--- config.mk ---
export PLATFORM = sky130hd
export DESIGN_NAME = http_response_header_parser_top
export DESIGN_NICKNAME = d
export VERILOG_FILES = /design/src/rtl/hrp_pkg.sv /design/src/rtl/hrp_num_scan.sv /design/src/rtl/hrp_core.sv /design/src/rtl/http_response_header_parser_top.sv
export VERILOG_INCLUDE_DIRS = /design/src /design/src/rtl
export SDC_FILE = /design/constraint.sdc
export NUM_CORES = 1
export LEC_CHECK = 0
export BUFFER_PORTS_ARGS = -buffer_cell sky130_fd_sc_hd__buf_2
export CAP_MARGIN = 20
export CORE_MARGIN = 3
export CORE_UTILIZATION = 57
export CTS_CLUSTER_SIZE = 28
export DETAILED_ROUTE_END_ITERATION = 8
export HOLD_SLACK_MARGIN = 0.03
export MAX_ROUTING_LAYER = met4
export PLACE_DENSITY = 0.75
export RECOVER_POWER = 100
export SLEW_MARGIN = 20
export SYNTH_ARGS = -nofsm -noshare
export SYNTH_HDL_FRONTEND = slang
export SYNTH_SLANG_ARGS = --single-unit
--- constraint.sdc ---
create_clock -name clk -period 19 [get_ports clk]
set_input_delay 5.7 -clock clk [delete_from_list [all_inputs] [get_ports clk]]
set_output_delay 5.7 -clock clk [all_outputs]
set_load 0.1 [all_outputs]
--- src/rtl/http_response_header_parser_top_assert.svh ---
// Assertion macros for the HTTP response parser.
// Used by the top level; expects clk and rst_n in scope.
`ifndef HTTP_RESPONSE_HEADER_PARSER_TOP_ASSERT_SVH
`define HTTP_RESPONSE_HEADER_PARSER_TOP_ASSERT_SVH

// The consequent must hold in the same cycle as the antecedent.
`define HRP_ASSERT_SAME(lbl, ante, cons) \
  lbl: assert property (@(posedge clk) disable iff (!rst_n) (ante) |-> (cons)) \
    else $error("hrp assertion failed");

// The consequent must hold in the cycle after the antecedent.
`define HRP_ASSERT_NEXT(lbl, ante, cons) \
  lbl: assert property (@(posedge clk) disable iff (!rst_n) (ante) |=> (cons)) \
    else $error("hrp assertion failed");

`endif

--- src/rtl/hrp_pkg.sv ---
// Types, constants and helper functions for the HTTP response parser.
// Used by every module of the block; depends on nothing.
package hrp_pkg;

  localparam int LINE_CAPACITY_DEF = 256;
  localparam int PREFIX_LEN        = 15;

  localparam logic [7:0] CH_CR    = 8'h0D;
  localparam logic [7:0] CH_LF    = 8'h0A;
  localparam logic [7:0] CH_SPACE = 8'h20;
  localparam logic [7:0] CH_TAB   = 8'h09;
  localparam logic [7:0] CH_VT    = 8'h0B;
  localparam logic [7:0] CH_FF    = 8'h0C;
  localparam logic [7:0] CH_PLUS  = 8'h2B;
  localparam logic [7:0] CH_MINUS = 8'h2D;
  localparam logic [7:0] CH_ZERO  = 8'h30;
  localparam logic [7:0] CH_NINE  = 8'h39;
  localparam logic [7:0] CH_UP_A  = 8'h41;
  localparam logic [7:0] CH_UP_Z  = 8'h5A;

  localparam logic [31:0] MAG_CAP      = 32'h8000_0000;
  localparam logic [31:0] SAT_POS      = 32'h7FFF_FFFF;
  localparam logic [31:0] LEN_UNKNOWN  = 32'hFFFF_FFFF;
  localparam logic [30:0] COUNT_MAX    = 31'h7FFF_FFFF;

  localparam logic OP_DATA    = 1'b0;
  localparam logic OP_RESTART = 1'b1;

  typedef enum logic [2:0] {
    PH_STATUS  = 3'd0,
    PH_HEADERS = 3'd1,
    PH_BODY    = 3'd2,
    PH_DONE    = 3'd3,
    PH_ERROR   = 3'd4
  } phase_t;

  typedef enum logic [1:0] {
    SC_SKIP   = 2'd0,
    SC_DIGITS = 2'd1,
    SC_STOP   = 2'd2,
    SC_SEEK   = 2'd3
  } scan_t;

  typedef struct packed {
    scan_t       scan;
    logic [31:0] acc;
    logic        neg;
  } num_t;

  typedef struct packed {
    phase_t      phase;
    logic        body_valid;
    logic [7:0]  body_byte;
    logic [31:0] resp_status;
    logic [31:0] decl_length;
    logic [30:0] body_count;
  } result_t;

  // Lower-case text of the header name, one character per index.
  function automatic logic [7:0] key_char(input logic [3:0] idx);
    logic [7:0] ch;
    case (idx)
      4'd0:    ch = 8'h63;
      4'd1:    ch = 8'h6F;
      4'd2:    ch = 8'h6E;
      4'd3:    ch = 8'h74;
      4'd4:    ch = 8'h65;
      4'd5:    ch = 8'h6E;
      4'd6:    ch = 8'h74;
      4'd7:    ch = 8'h2D;
      4'd8:    ch = 8'h6C;
      4'd9:    ch = 8'h65;
      4'd10:   ch = 8'h6E;
      4'd11:   ch = 8'h67;
      4'd12:   ch = 8'h74;
      4'd13:   ch = 8'h68;
      4'd14:   ch = 8'h3A;
      default: ch = 8'h00;
    endcase
    return ch;
  endfunction

endpackage

--- src/rtl/hrp_num_scan.sv ---
// One character step of the signed decimal scanner with saturation.
// Depends on hrp_pkg.
module hrp_num_scan
  import hrp_pkg::*;
(
  input  logic [7:0] ch,
  input  num_t       cur,
  output num_t       nxt
);

  logic        is_blank;
  logic        is_digit;
  logic [31:0] base;
  logic [35:0] prod;
  logic [31:0] acc_dig;

  assign is_blank = (ch == CH_SPACE) || (ch == CH_TAB) || (ch == CH_VT) || (ch == CH_FF);
  assign is_digit = (ch >= CH_ZERO) && (ch <= CH_NINE);
  assign base     = (cur.scan == SC_DIGITS) ? cur.acc : 32'd0;
  assign prod     = {4'd0, base} * 36'd10 + {32'd0, 4'(ch - CH_ZERO)};
  assign acc_dig  = (prod > {4'd0, MAG_CAP}) ? MAG_CAP : prod[31:0];

  always_comb begin
    nxt = cur;
    case (cur.scan)
      SC_SKIP: begin
        if (!is_blank) begin
          if (ch == CH_PLUS) begin
            nxt.scan = SC_DIGITS;
          end else if (ch == CH_MINUS) begin
            nxt.neg  = 1'b1;
            nxt.scan = SC_DIGITS;
          end else if (is_digit) begin
            nxt.acc  = acc_dig;
            nxt.scan = SC_DIGITS;
          end else begin
            nxt.scan = SC_STOP;
          end
        end
      end
      SC_DIGITS: begin
        if (is_digit) begin
          nxt.acc = acc_dig;
        end else begin
          nxt.scan = SC_STOP;
        end
      end
      default: nxt = cur;
    endcase
  end

endmodule

--- src/rtl/hrp_core.sv ---
// Parser state and the next-state logic for one accepted word.
// Depends on hrp_pkg and hrp_num_scan.
module hrp_core
  import hrp_pkg::*;
#(
  parameter int LINE_CAPACITY = LINE_CAPACITY_DEF
) (
  input  logic       clk,
  input  logic       rst_n,
  input  logic       accept,
  input  logic       opcode,
  input  logic [7:0] data_byte,
  output result_t    result
);

  localparam int COL_W = $clog2(LINE_CAPACITY);

  phase_t      phase_r,        phase_nxt;
  logic [COL_W-1:0] col_r,     col_nxt;
  num_t        stat_r,         stat_nxt;
  logic [31:0] status_value_r, status_value_nxt;
  logic [3:0]  match_pos_r,    match_pos_nxt;
  logic        match_alive_r,  match_alive_nxt;
  num_t        val_r,          val_nxt;
  logic [31:0] length_r,       length_nxt;
  logic [30:0] count_r,        count_nxt;
  logic        body_valid;

  num_t        stat_scan;
  num_t        val_scan;
  logic        len_known;
  logic [7:0]  low_ch;
  logic        col_full;
  logic        in_prefix;

  hrp_num_scan u_stat_scan (.ch(data_byte), .cur(stat_r), .nxt(stat_scan));
  hrp_num_scan u_val_scan  (.ch(data_byte), .cur(val_r),  .nxt(val_scan));

  assign len_known = !length_r[31];
  assign low_ch    = ((data_byte >= CH_UP_A) && (data_byte <= CH_UP_Z)) ?
                     (data_byte | 8'h20) : data_byte;
  assign col_full  = (col_r >= COL_W'(LINE_CAPACITY - 1));
  assign in_prefix = (col_r < COL_W'(PREFIX_LEN));

  always_comb begin
    phase_nxt        = phase_r;
    col_nxt          = col_r;
    stat_nxt         = stat_r;
    status_value_nxt = status_value_r;
    match_pos_nxt    = match_pos_r;
    match_alive_nxt  = match_alive_r;
    val_nxt          = val_r;
    length_nxt       = length_r;
    count_nxt        = count_r;
    body_valid       = 1'b0;
    if (opcode == OP_RESTART) begin
      phase_nxt        = PH_STATUS;
      col_nxt          = '0;
      stat_nxt         = '{scan: SC_SEEK, acc: 32'd0, neg: 1'b0};
      status_value_nxt = 32'd0;
      match_pos_nxt    = 4'd0;
      match_alive_nxt  = 1'b1;
      val_nxt          = '{scan: SC_SKIP, acc: 32'd0, neg: 1'b0};
      length_nxt       = LEN_UNKNOWN;
      count_nxt        = 31'd0;
    end else begin
      unique case (phase_r) inside
        PH_BODY: begin
          if (!len_known || ({1'b0, count_r} < length_r)) begin
            body_valid = 1'b1;
            if (count_r < COUNT_MAX) begin
              count_nxt = count_r + 31'd1;
            end
          end
          if (len_known && ({1'b0, count_nxt} >= length_r)) begin
            phase_nxt = PH_DONE;
          end
        end
        PH_STATUS, PH_HEADERS: begin
          if (data_byte == CH_LF) begin
            if ((phase_r == PH_STATUS) && (stat_r.scan == SC_SEEK)) begin
              phase_nxt = PH_ERROR;
            end else begin
              if (phase_r == PH_STATUS) begin
                if (stat_r.neg) begin
                  status_value_nxt = 32'd0 - stat_r.acc;
                end else begin
                  status_value_nxt = (stat_r.acc >= MAG_CAP) ? SAT_POS : stat_r.acc;
                end
                phase_nxt = PH_HEADERS;
              end else if (col_r == '0) begin
                phase_nxt = (length_r == 32'd0) ? PH_DONE : PH_BODY;
              end else if (match_alive_r && (match_pos_r == 4'(PREFIX_LEN))) begin
                if (val_r.neg && (val_r.acc != 32'd0)) begin
                  length_nxt = LEN_UNKNOWN;
                end else begin
                  length_nxt = (val_r.acc >= MAG_CAP) ? SAT_POS : val_r.acc;
                end
              end
              col_nxt         = '0;
              match_pos_nxt   = 4'd0;
              match_alive_nxt = 1'b1;
              val_nxt         = '{scan: SC_SKIP, acc: 32'd0, neg: 1'b0};
            end
          end else if ((data_byte != CH_CR) && !col_full) begin
            col_nxt = col_r + COL_W'(1);
            if (phase_r == PH_STATUS) begin
              if (stat_r.scan == SC_SEEK) begin
                if (data_byte == CH_SPACE) begin
                  stat_nxt.scan = SC_SKIP;
                end
              end else begin
                stat_nxt = stat_scan;
              end
            end else if (in_prefix) begin
              if (low_ch != key_char(col_r[3:0])) begin
                match_alive_nxt = 1'b0;
              end
              match_pos_nxt = col_r[3:0] + 4'd1;
            end else begin
              val_nxt = val_scan;
            end
          end
        end
        default: phase_nxt = phase_r;
      endcase
    end
  end

  always_comb begin
    result.phase       = phase_nxt;
    result.body_valid  = body_valid;
    result.body_byte   = body_valid ? data_byte : 8'd0;
    result.resp_status = status_value_nxt;
    result.decl_length = length_nxt;
    result.body_count  = count_nxt;
  end

  always_ff @(posedge clk) begin
    if (!rst_n) begin
      phase_r        <= PH_STATUS;
      col_r          <= '0;
      stat_r         <= '{scan: SC_SEEK, acc: 32'd0, neg: 1'b0};
      status_value_r <= 32'd0;
      match_pos_r    <= 4'd0;
      match_alive_r  <= 1'b1;
      val_r          <= '{scan: SC_SKIP, acc: 32'd0, neg: 1'b0};
      length_r       <= LEN_UNKNOWN;
      count_r        <= 31'd0;
    end else if (accept) begin
      phase_r        <= phase_nxt;
      col_r          <= col_nxt;
      stat_r         <= stat_nxt;
      status_value_r <= status_value_nxt;
      match_pos_r    <= match_pos_nxt;
      match_alive_r  <= match_alive_nxt;
      val_r          <= val_nxt;
      length_r       <= length_nxt;
      count_r        <= count_nxt;
    end
  end

endmodule

--- src/rtl/http_response_header_parser_top.sv ---
// Channel    | Ports                                              | Direction
// input      | in_valid, in_stall, in_opcode, in_data_byte        | word in
// result     | out_valid, out_stall, out_parse_phase ... out_body_count | word out
//
// Each accepted word gives one result word in the next cycle; a new word can be
// accepted in every cycle, limited only by out_stall on the single result register.
// Reset (rst_n low, synchronous) returns the parser to the status line phase.
// in_stall is high only while a result is held and out_stall is high.
// Depends on hrp_pkg, hrp_core and the assertion macro header.
module http_response_header_parser_top
  import hrp_pkg::*;
#(
  parameter int LINE_CAPACITY = LINE_CAPACITY_DEF
) (
  input  logic               clk,
  input  logic               rst_n,
  input  logic               in_valid,
  output logic               in_stall,
  input  logic               in_opcode,
  input  logic [7:0]         in_data_byte,
  output logic               out_valid,
  input  logic               out_stall,
  output logic [2:0]         out_parse_phase,
  output logic               out_body_valid,
  output logic [7:0]         out_body_byte,
  output logic signed [31:0] out_resp_status,
  output logic signed [31:0] out_decl_length,
  output logic [30:0]        out_body_count
);

  `include "http_response_header_parser_top_assert.svh"

  logic    accept;
  result_t result;
  result_t res_r;
  logic    out_valid_r, out_valid_nxt;
  logic    body_phase_ok;

  assign in_stall = out_valid_r && out_stall;
  assign accept   = in_valid && !in_stall;

  hrp_core #(.LINE_CAPACITY(LINE_CAPACITY)) u_core (
    .clk       (clk),
    .rst_n     (rst_n),
    .accept    (accept),
    .opcode    (in_opcode),
    .data_byte (in_data_byte),
    .result    (result)
  );

  always_comb begin
    out_valid_nxt = out_valid_r;
    if (accept) begin
      out_valid_nxt = 1'b1;
    end else if (!out_stall) begin
      out_valid_nxt = 1'b0;
    end
  end

  always_ff @(posedge clk) begin
    if (!rst_n) begin
      out_valid_r <= 1'b0;
    end else begin
      out_valid_r <= out_valid_nxt;
    end
  end

  always_ff @(posedge clk) begin
    if (accept) begin
      res_r <= result;
    end
  end

  assign out_valid       = out_valid_r;
  assign out_parse_phase = res_r.phase;
  assign out_body_valid  = res_r.body_valid;
  assign out_body_byte   = res_r.body_byte;
  assign out_resp_status = res_r.resp_status;
  assign out_decl_length = res_r.decl_length;
  assign out_body_count  = res_r.body_count;

  assign body_phase_ok = (out_parse_phase == PH_BODY) || (out_parse_phase == PH_DONE);

  `HRP_ASSERT_SAME(a_body_phase, out_valid && out_body_valid, body_phase_ok)
  `HRP_ASSERT_SAME(a_body_zero, out_valid && !out_body_valid, out_body_byte == 8'd0)
  `HRP_ASSERT_SAME(a_stall_full, in_stall, out_valid)
  `HRP_ASSERT_NEXT(a_accept_out, in_valid && !in_stall, out_valid)

endmodule
==> flow_summary_export.csv, run 1 <==
group,metric,value,unit
status,status,"finished with violations",
status,failed_checks,"capacitance limit, slew limit",
clocking,cts_max_level,2,
clocking,max-clock-path-buffers,3,
clocking,cts.clk_slew.worst_paths,0.05,ns
logic_synthesis,ys_seq_area_frac,0.308,
min_path,holdPathEnd,"u_core.status_value_r[14]$_SDFFE_PN0P_",
final_layout,fin_cells,3312,
floorplanning,die_w,206,um
timing,period_share,0.751,
clocking,post-cts-setup-buffers,0,
clocking,cts_buffers,34,
min_path,hp-start,"u_core.status_value_r[14]$_SDFFE_PN0P_",
critical_path,crit_type,"in -> reg",
floorplanning,die_y,206,um
logic_synthesis,syn_avg_cell_area,8.21,um2
timing,max-slew-margin-rel,-2.00,
clocking,clockRootBuffer,"clkbuf_16",
routing,dr.pass1.iters,6,
clocking,clk_latency,0.53,ns
power,power_density,61.2,nW/um2
timing,rsz0062_at_grt,"no",
routing,post-route-drc-count,0,
final_layout,drive_gt1_frac,0.0605,
global_routing,antenna_found_initial,2,
timing,max_freq,0.0701,GHz
logic_synthesis,yosysTopAreaCell,"dfxtp_1",
placed_design,dpl.hpwl,45.9,mm
routing,wire_per_inst,19.2,um
timing,hold_viol,0,
power,power_frac_clock,0.428,
final_layout,syn_to_final_growth,7.03,%
logic_synthesis,synth.most_common_cell,"nand2_1",
run,cap_viol_max_count,7,
clocking,numClockSinks,296,
clocking,ctsHoldBuffers,0,
logic_synthesis,synthTopCellsByArea,"dfxtp_1 17%, edfxtp_1 14%, ha_1 11%, nand2_1 6.3%, xnor2_1 4.1%",
routing,vias,21100,
critical_path,rr_startpoint,"out_valid$_SDFFE_PN0P_",
global_routing,grt.total_usage,0.301,
timing,finalCriticalPeriod,14.26,ns
critical_path,required,19.44,ns
logic_synthesis,synth_fp_nets,2979,
min_path,whs_path_depth,2,
critical_path,start_kind,"input port",
critical_path,reg2reg_slack,9.67,ns
min_path,hp-class,"reg -> reg",
critical_path,r2r_cells,9,
timing,setup_violations,0,
logic_synthesis,syn_area,22700,um2
routing,antenna_left,0,
floorplanning,die_area,42300,um2
power,seqPwrFrac,0.459,
floorplanning,coreArea,39000,um2
timing,fin_skew,0.0185,ns
critical_path,arrival,14.70,ns
global_routing,gr-total-overflow,0,
placed_design,place.port_buffers,121,
power,intPower,1.07,mW
final_layout,nets,2981,
logic_synthesis,synth_edf_count,107,
logic_synthesis,async_flop_share,0,
floorplanning,start_util,0.582,
global_routing,grt_first_pass_wirelength,102,mm
power,switching_share,0.278,
critical_path,end_kind,"register",
logic_synthesis,synth_cell_types,105,
logic_synthesis,synthTopCellsByCount,"381 x nand2_1, 196 x ha_1, 189 x dfxtp_1",
power,p_switching,0.414,mW
clocking,tritoncts,"built",
power,leakage,9.90,nW
routing,first_iter_violations,1712,
global_routing,grt_max_degree,104,
floorplanning,row_count,72,
routing,viasPerCell,6.36,
placed_design,place_inst,3249,
timing,fin_tns_setup,0,ns
floorplanning,pin_count,122,
power,comb_power_share,0.112,
power,ir_drop,0.0613,mV
logic_synthesis,synth_flop_cell,"dfxtp_1",
placed_design,gp_congestion,0.952,
global_routing,grt_pass1_vias,20000,
timing,slew_viol_final,457,
critical_path,r2r_end,"u_core.count_r[1]$_SDFFE_PN0P_",
timing,hold_slack,0.450,ns
logic_synthesis,synth_top_cell_area_share,0.167,
timing,worstMarginPinSlew,4.51,ns
logic_synthesis,syn_inst,2766,
logic_synthesis,ys_ff_latch,296,
routing,routed_wl,63.5,mm
critical_path,path_max_fanout,100,
final_layout,fillers,3442,
clocking,post_cts_resized,0,
logic_synthesis,ys_warn_count,0,
-- flip-flops by register name (all words and copies together) (netlist names), 8 cells and up, named ones only --
signal and count:
out_body_count 31, out_decl_length 32, u_core.length_r 32, u_core.status_value_r 32, u_core.stat_r 35, out_resp_status 32, u_core.val_r 35, u_core.col_r 8
out_body_byte 8, u_core.count_r 31
-- area by class of cell --
class | count | area (um2) | share of cell area
tap | 518 | 648 | 0.0267
sequential | 296 | 7000 | 0.288
antenna | 2 | 5.00 | 0.000206
clock inverter | 10 | 76.3 | 0.00314
clock buffer | 50 | 983 | 0.0405
multi-input combinational | 2208 | 14600 | 0.602
inverter | 78 | 294 | 0.0121
timing repair buffer | 150 | 671 | 0.0276
-- critical path, cell delays in order --
cell	delay [ns]
buf_2	0.07
nand2_1	0.06
nand2_2	0.06
clkbuf_1	2.45
clkinvlp_2	2.90
clkbuf_1	1.91
buf_4	0.96
o21ai_0	0.19
nand3_1	0.11
nand3_1	0.19
-- worst max-delay path by stage --
stage | startpoint | endpoint | slack [ns] | cells after the start
finish | out_stall | u_core.count_r[1]$_SDFFE_PN0P_ | 4.74 | 10
global route | out_stall | u_core.count_r[1]$_SDFFE_PN0P_ | 4.13 | 10
CTS | out_stall | in_stall | 6.97 | 4
detailed placement | out_stall | in_stall | 6.97 | 4
global placement | out_stall | in_stall | 6.95 | 4
floorplan | out_stall | in_stall | 6.89 | 2
-- layer usage --
metal,track usage,vias up,routed length (um)
met1,0.375,9953,26100
met3,0.0305,180,3860
li1,-,10100,-
met2,0.505,815,31000
met5,-,-,0
met4,0.116,0,2520
-- through the flow --
stage	instance area, um2	setup slack [ns]	total power [mW]	utilization
after floorplan	22700	6.89	0.829	-
after global placement	23400	6.95	0.860	0.601
after detailed placement	23500	6.97	0.863	0.601
after CTS	24500	6.97	1.49	0.628
after global routing	24300	4.13	1.53	0.623
final	24300	4.74	1.49	0.623
-- power groups by stage --
stage | sequential [mW] | clock, mW | combinational [mW]
after global routing | 0.684 | 0.671 | 0.177
after detailed placement | 0.695 | 0 | 0.168
after CTS | 0.682 | 0.644 | 0.169
after global placement | 0.695 | 0 | 0.165
final | 0.683 | 0.637 | 0.167
after floorplan | 0.766 | 0 | 0.0630
-- layout by cell type (no fill, tap or decap), types with 36 or more instances in the layout --
| master | count |
|---|---|
| a21o_1 | 46 |
| a21oi_1 | 176 |
| and2_1 | 76 |
| and3_1 | 37 |
| clkbuf_1 | 131 |
| clkbuf_16 | 36 |
| dfxtp_1 | 188 |
| edfxtp_1 | 107 |
| ha_1 | 196 |
| inv_1 | 76 |
| nand2_1 | 380 |
| nand3_1 | 137 |
| nand4_1 | 65 |
| nor2_1 | 176 |
| nor3_1 | 89 |
| nor4_1 | 38 |
| o211ai_1 | 73 |
| o21ai_0 | 109 |
| o31ai_1 | 39 |
| xnor2_1 | 106 |
| xor2_1 | 66 |
-- cell families (layout without fill, tap and decap cells) --
group / Yosys count / in the layout / synth area share
compound gates: 647 / 647 / 0.199
xor+xnor: 173 / 173 / 0.0667
fa+ha+maj: 202 / 202 / 0.112
buf+inv: 262 / 288 / 0.0467
flops: 296 / 296 / 0.308
mux: 23 / 23 / 0.0108
other cells: 0 / 2 / 0
simple gates: 1163 / 1163 / 0.256
No activity file was read; power rests on OpenSTA's default activity.
==> run 2, diff against run 1 <==
Clock period 19 ns to 13.21 ns, I/O delays scaled along.
==> flow_summary_export.csv, run 2 (same netlist as run 1, synthesis figures left out) <==
group,metric,value,unit
power,power_density,87.8,nW/um2
clocking,cts.clk_slew.worst_paths,0.06,ns
floorplanning,die_w,206,um
timing,worstMarginPinSlew,4.18,ns
critical_path,crit_type,"in -> reg",
global_routing,gr-total-overflow,0,
placed_design,dpl.hpwl,46.0,mm
timing,max-slew-margin-rel,-1.78,
timing,max_freq,0.0988,GHz
routing,routed_wl,63.4,mm
power,ir_drop,0.0997,mV
global_routing,grt_pass1_vias,20100,
critical_path,arrival,10.56,ns
timing,setup_violations,0,
routing,antenna_left,0,
timing,fin_tns_setup,0,ns
placed_design,place.port_buffers,121,
global_routing,antenna_found_initial,1,
run,cap_viol_max_count,6,
global_routing,met2_usage,0.508,
critical_path,required,13.65,ns
global_routing,grt_first_pass_wirelength,102,mm
clocking,ctsHoldBuffers,0,
placed_design,gp_congestion,0.966,
routing,first_iter_violations,1794,
critical_path,start_kind,"input port",
clocking,max-clock-path-buffers,3,
routing,post-route-drc-count,0,
status,status,"finished with violations",
timing,rsz0062_at_grt,"no",
floorplanning,coreArea,39000,um2
clocking,tritoncts,"built",
global_routing,use_met1,0.367,
final_layout,largestRegisters,"u_core.stat_r: 35 flops, u_core.val_r: 35 flops",
clocking,cts_max_level,2,
clocking,numClockSinks,296,
final_layout,final_core_util,0.623,
final_layout,layout_commonest_cell,"nand2_1",
critical_path,end_kind,"register",
timing,finalCriticalPeriod,10.12,ns
timing,fin_skew,0.0133,ns
clocking,cts_buffers,34,
routing,viasPerCell,6.33,
global_routing,grt_max_degree,136,
floorplanning,start_util,0.582,
floorplanning,die_area,42300,um2
final_layout,nets,2976,
global_routing,grt.total_usage,0.302,
global_routing,top_usage_layer,"met2",
final_layout,drive_gt1_frac,0.0627,
critical_path,path_max_fanout,135,
status,failed_checks,"capacitance limit, slew limit",
routing,vias,20900,
critical_path,slowest_delay,2.59,ns
critical_path,slowest_stage,"clkbuf_1",
power,finalPower,2.13,mW
global_routing,grtUsageMet3,0.0324,
final_layout,syn_to_final_growth,6.97,%
power,leakage,9.90,nW
timing,period_share,0.766,
clocking,clk_latency,0.54,ns
floorplanning,die_y,206,um
final_layout,design_area,24300,um2
clocking,clockRootBuffer,"clkbuf_16",
placed_design,placement.cell_area,23400,um2
final_layout,layout_common_cells,"380 x nand2_1, 195 x ha_1, 188 x dfxtp_1, 176 x a21oi_1, 175 x nor2_1",
clocking,post_cts_resized,0,
timing,hold_viol,0,
floorplanning,row_count,72,
min_path,hp-class,"reg -> reg",
floorplanning,pin_count,122,
routing,dr.pass1.iters,5,
routing,wire_per_inst,19.2,um
timing,slew_viol_final,349,
clocking,post-cts-setup-buffers,0,
critical_path,cp_cell_sequence,"buf_2 > nand2_1 > nand2_2 > clkbuf_1 > inv_8 > o211ai_1 > clkbuf_1 > a21oi_1 > nor2_1 > nand2_1 > o31ai_1",
==> run 2: report_power, final <==
group	switching, mW	total (mW)	internal (mW)
combinational	0.202	0.239	0.0370
sequential	0.0133	0.983	0.969
clock	0.385	0.911	0.526
total	0.601	2.13	1.53
==> run 2: cell type report <==
| cell class | count | area, um2 |
|---|---|---|
| clock buffers | 52 | 960 |
| repair buffers | 145 | 623 |
| diodes | 1 | 2.50 |
| clock inverters | 10 | 105 |
| well taps | 518 | 648 |
| inverters | 78 | 300 |
| flip-flops and latches | 296 | 7000 |
| fillers | 3379 | 14700 |
| multi-input cells | 2208 | 14700 |
==> run 2: path summary, 6_finish.rpt <==
kind	from	end	slack (ns)	cells past startpoint
setup / recovery	out_stall	u_core.val_r[13]$_SDFFE_PN0P_	3.09	11
hold / removal	u_core.status_value_r[11]$_SDFFE_PN0P_	u_core.status_value_r[11]$_SDFFE_PN0P_	0.45	2
setup reg to reg	u_core.stat_r[34]$_SDFFE_PN1P_	u_core.stat_r[18]$_SDFFE_PN0P_	5.83	16
hold reg to reg	u_core.status_value_r[11]$_SDFFE_PN0P_	u_core.status_value_r[11]$_SDFFE_PN0P_	0.45	2
==> run 2: through the flow <==
| step | worst slack, ns | hold WS, ns | instances |
|---|---|---|---|
| global route | 2.56 | 0.472 | 3308 |
| floorplan | 4.58 | 0.427 | 2766 |
| CTS | 4.64 | 0.454 | 3307 |
| detailed placement | 4.64 | 0.442 | 3245 |
| finish | 3.09 | 0.452 | 3308 |
| global placement | 4.63 | 0.438 | 3245 |
==> run 2: worst max-delay path, delay by kind of cell <==
kind / cells / cell delay, ns
buffers and inverters: 4 / 4.10
and+or+nand+nor: 4 / 1.81
AOI/OAI and AO/OA: 3 / 0.63
==> run 2: per-layer routing <==
metal / up-vias / wire length [um]
met1: 9886 / 26200
met5: - / 0
li1: 10100 / -
met2: 762 / 30900
met4: 0 / 2810
met3: 172 / 3520
==> run 3, diff against run 2 <==
Clock period 13.21 ns to 9.6 ns, I/O delays scaled along.
==> flow_summary_export.csv, run 3 (same netlist as run 1, synthesis figures left out) <==
group,metric,value,unit
status,status,"finished with violations",
status,failed_checks,"capacitance limit, slew limit",
clocking,post-cts-setup-buffers,0,
routing,vias,21000,
final_layout,fillers,3515,
final_layout,layout_commonest_cell,"nand2_1",
routing,antenna_left,0,
clocking,numClockSinks,296,
power,leakage,9.90,nW
clocking,cts_buffers,35,
global_routing,grt.total_usage,0.305,
routing,viasPerCell,6.36,
timing,hold_viol,0,
timing,max_freq,0.132,GHz
placed_design,placement.cell_area,23400,um2
power,power_density,123,nW/um2
timing,setup_violations,0,
floorplanning,row_count,72,
run,cap_viol_max_count,8,
critical_path,critPathLaunch,"in_opcode",
min_path,hp-class,"reg -> reg",
clocking,cts.clk_slew.worst_paths,0.06,ns
critical_path,r2r_end,"out_parse_phase[0]$_DFFE_PP_",
placed_design,dp_slack,2.82,ns
placed_design,place.port_buffers,121,
power,ir_drop,0.151,mV
critical_path,crit_path_end,"u_core.stat_r[14]$_SDFFE_PN0P_",
routing,dr.pass1.iters,6,
routing,routed_wl,64.3,mm
placed_design,gp_congestion,0.945,
critical_path,rr_startpoint,"u_core.length_r[29]$_SDFFE_PN1P_",
final_layout,diodes,0,
clocking,max-clock-path-buffers,3,
clocking,clk_latency,0.55,ns
power,intPower,2.14,mW
global_routing,grt_pass1_vias,20000,
final_layout,design_area,24300,um2
min_path,hp-start,"u_core.status_value_r[4]$_SDFFE_PN0P_",
floorplanning,die_area,42300,um2
timing,fin_skew,0.0163,ns
floorplanning,pin_count,122,
final_layout,largestRegisters,"u_core.stat_r: 35 flops, u_core.val_r: 35 flops",
timing,slew_viol_final,481,
power,power_frac_clock,0.436,
final_layout,nets,2976,
global_routing,grt_first_pass_wirelength,103,mm
timing,period_share,0.789,
power,comb_power_share,0.111,
global_routing,gr-total-overflow,0,
final_layout,final_core_util,0.623,
power,seqPwrFrac,0.453,
floorplanning,die_w,206,um
timing,fin_tns_setup,0,ns
power,p_switching,0.851,mW
final_layout,layout_common_cells,"380 x nand2_1, 196 x ha_1, 188 x dfxtp_1, 176 x a21oi_1, 175 x nor2_1",
critical_path,start_kind,"input port",
critical_path,required,10.01,ns
timing,rsz0062_at_grt,"no",
timing,fin_ws,2.02,ns
clocking,tritoncts,"built",
critical_path,r2r_cells,22,
routing,wire_per_inst,19.4,um
final_layout,syn_to_final_growth,6.96,%
floorplanning,coreArea,39000,um2
timing,max-slew-margin-rel,-1.70,
critical_path,reg2reg_slack,2.63,ns
floorplanning,start_util,0.582,
final_layout,drive_gt1_frac,0.0606,
placed_design,dpl.hpwl,47.1,mm
critical_path,end_kind,"register",
routing,first_iter_violations,1861,
floorplanning,die_y,206,um
power,switching_share,0.285,
routing,post-route-drc-count,0,
power,finalPower,2.99,mW
global_routing,antenna_found_initial,0,
timing,finalCriticalPeriod,7.58,ns
global_routing,grt_max_degree,95,
clocking,post_cts_resized,0,
critical_path,crit_type,"in -> reg",
critical_path,path_max_fanout,76,
clocking,cts_max_level,2,
clocking,ctsHoldBuffers,0,
critical_path,arrival,7.99,ns
timing,worstMarginPinSlew,4.05,ns
clocking,clockRootBuffer,"clkbuf_16",
run 3: cell count changes in the layout (fill, tap and decap cells not counted), moves of 2 or more:
cell,delta
clkbuf_8,+3
clkinv_1,+4
clkbuf_16,+2
o31ai_2,-10
o31ai_1,+10
buf_4,-2
inv_6,+3
clkbuf_1,-8
run 3: critical path, cell delays in order:
cell and delay (ns):
clkbuf_1 0.76, clkbuf_1 2.64, nor2_1 0.83, nand4_4 0.67, o21ai_0 0.17
run 3: layout make-up:
class                           count  area (um2)  area share
Clock buffer                       49        1020      0.0420
Inverter                           78         294      0.0121
Tap cell                          518         648      0.0267
Timing Repair Buffer              144         613      0.0252
Multi-Input combinational cell   2208       14600       0.602
Sequential cell                   296        7000       0.288
Clock inverter                     15         103     0.00422
run 3: how the worst min path moves through the flow:
stage / to / slack (ns) / cells after the start
after detailed placement: u_core.status_value_r[10]$_SDFFE_PN0P_ / 0.45 / 2
after CTS: u_core.status_value_r[10]$_SDFFE_PN0P_ / 0.46 / 2
after global placement: u_core.match_alive_r$_SDFFE_PN1P_ / 0.44 / 1
after global routing: u_core.status_value_r[1]$_SDFFE_PN0P_ / 0.47 / 2
after floorplan: u_core.match_alive_r$_SDFFE_PN1P_ / 0.43 / 1
final: u_core.status_value_r[4]$_SDFFE_PN0P_ / 0.45 / 2
run 3: layer usage:
metal | part of all wire | GRT usage | vias to the layer above | wire (um)
met1 | 0.41 | 0.370 | 10100 | 26300
met4 | 0.039 | 0.125 | 0 | 2530
met5 | 0 | - | - | 0
met3 | 0.056 | 0.0372 | 159 | 3570
met2 | 0.50 | 0.517 | 690 | 31900
li1 | - | - | 10100 | -
run 3: power by group through the flow:
stage / clock [mW] / combinational [mW] / sequential (mW)
final: 1.30 / 0.332 / 1.35
after global routing: 1.37 / 0.352 / 1.36
after CTS: 1.32 / 0.335 / 1.35
after detailed placement: 0 / 0.335 / 1.38
after global placement: 0 / 0.328 / 1.38
after floorplan: 0 / 0.125 / 1.52
run 3: stage by stage:
step,cells,hold slack (ns)
after detailed placement,3244,0.447
final,3308,0.455
after floorplan,2766,0.427
after global placement,3244,0.435
after global routing,3308,0.467
after CTS,3308,0.455
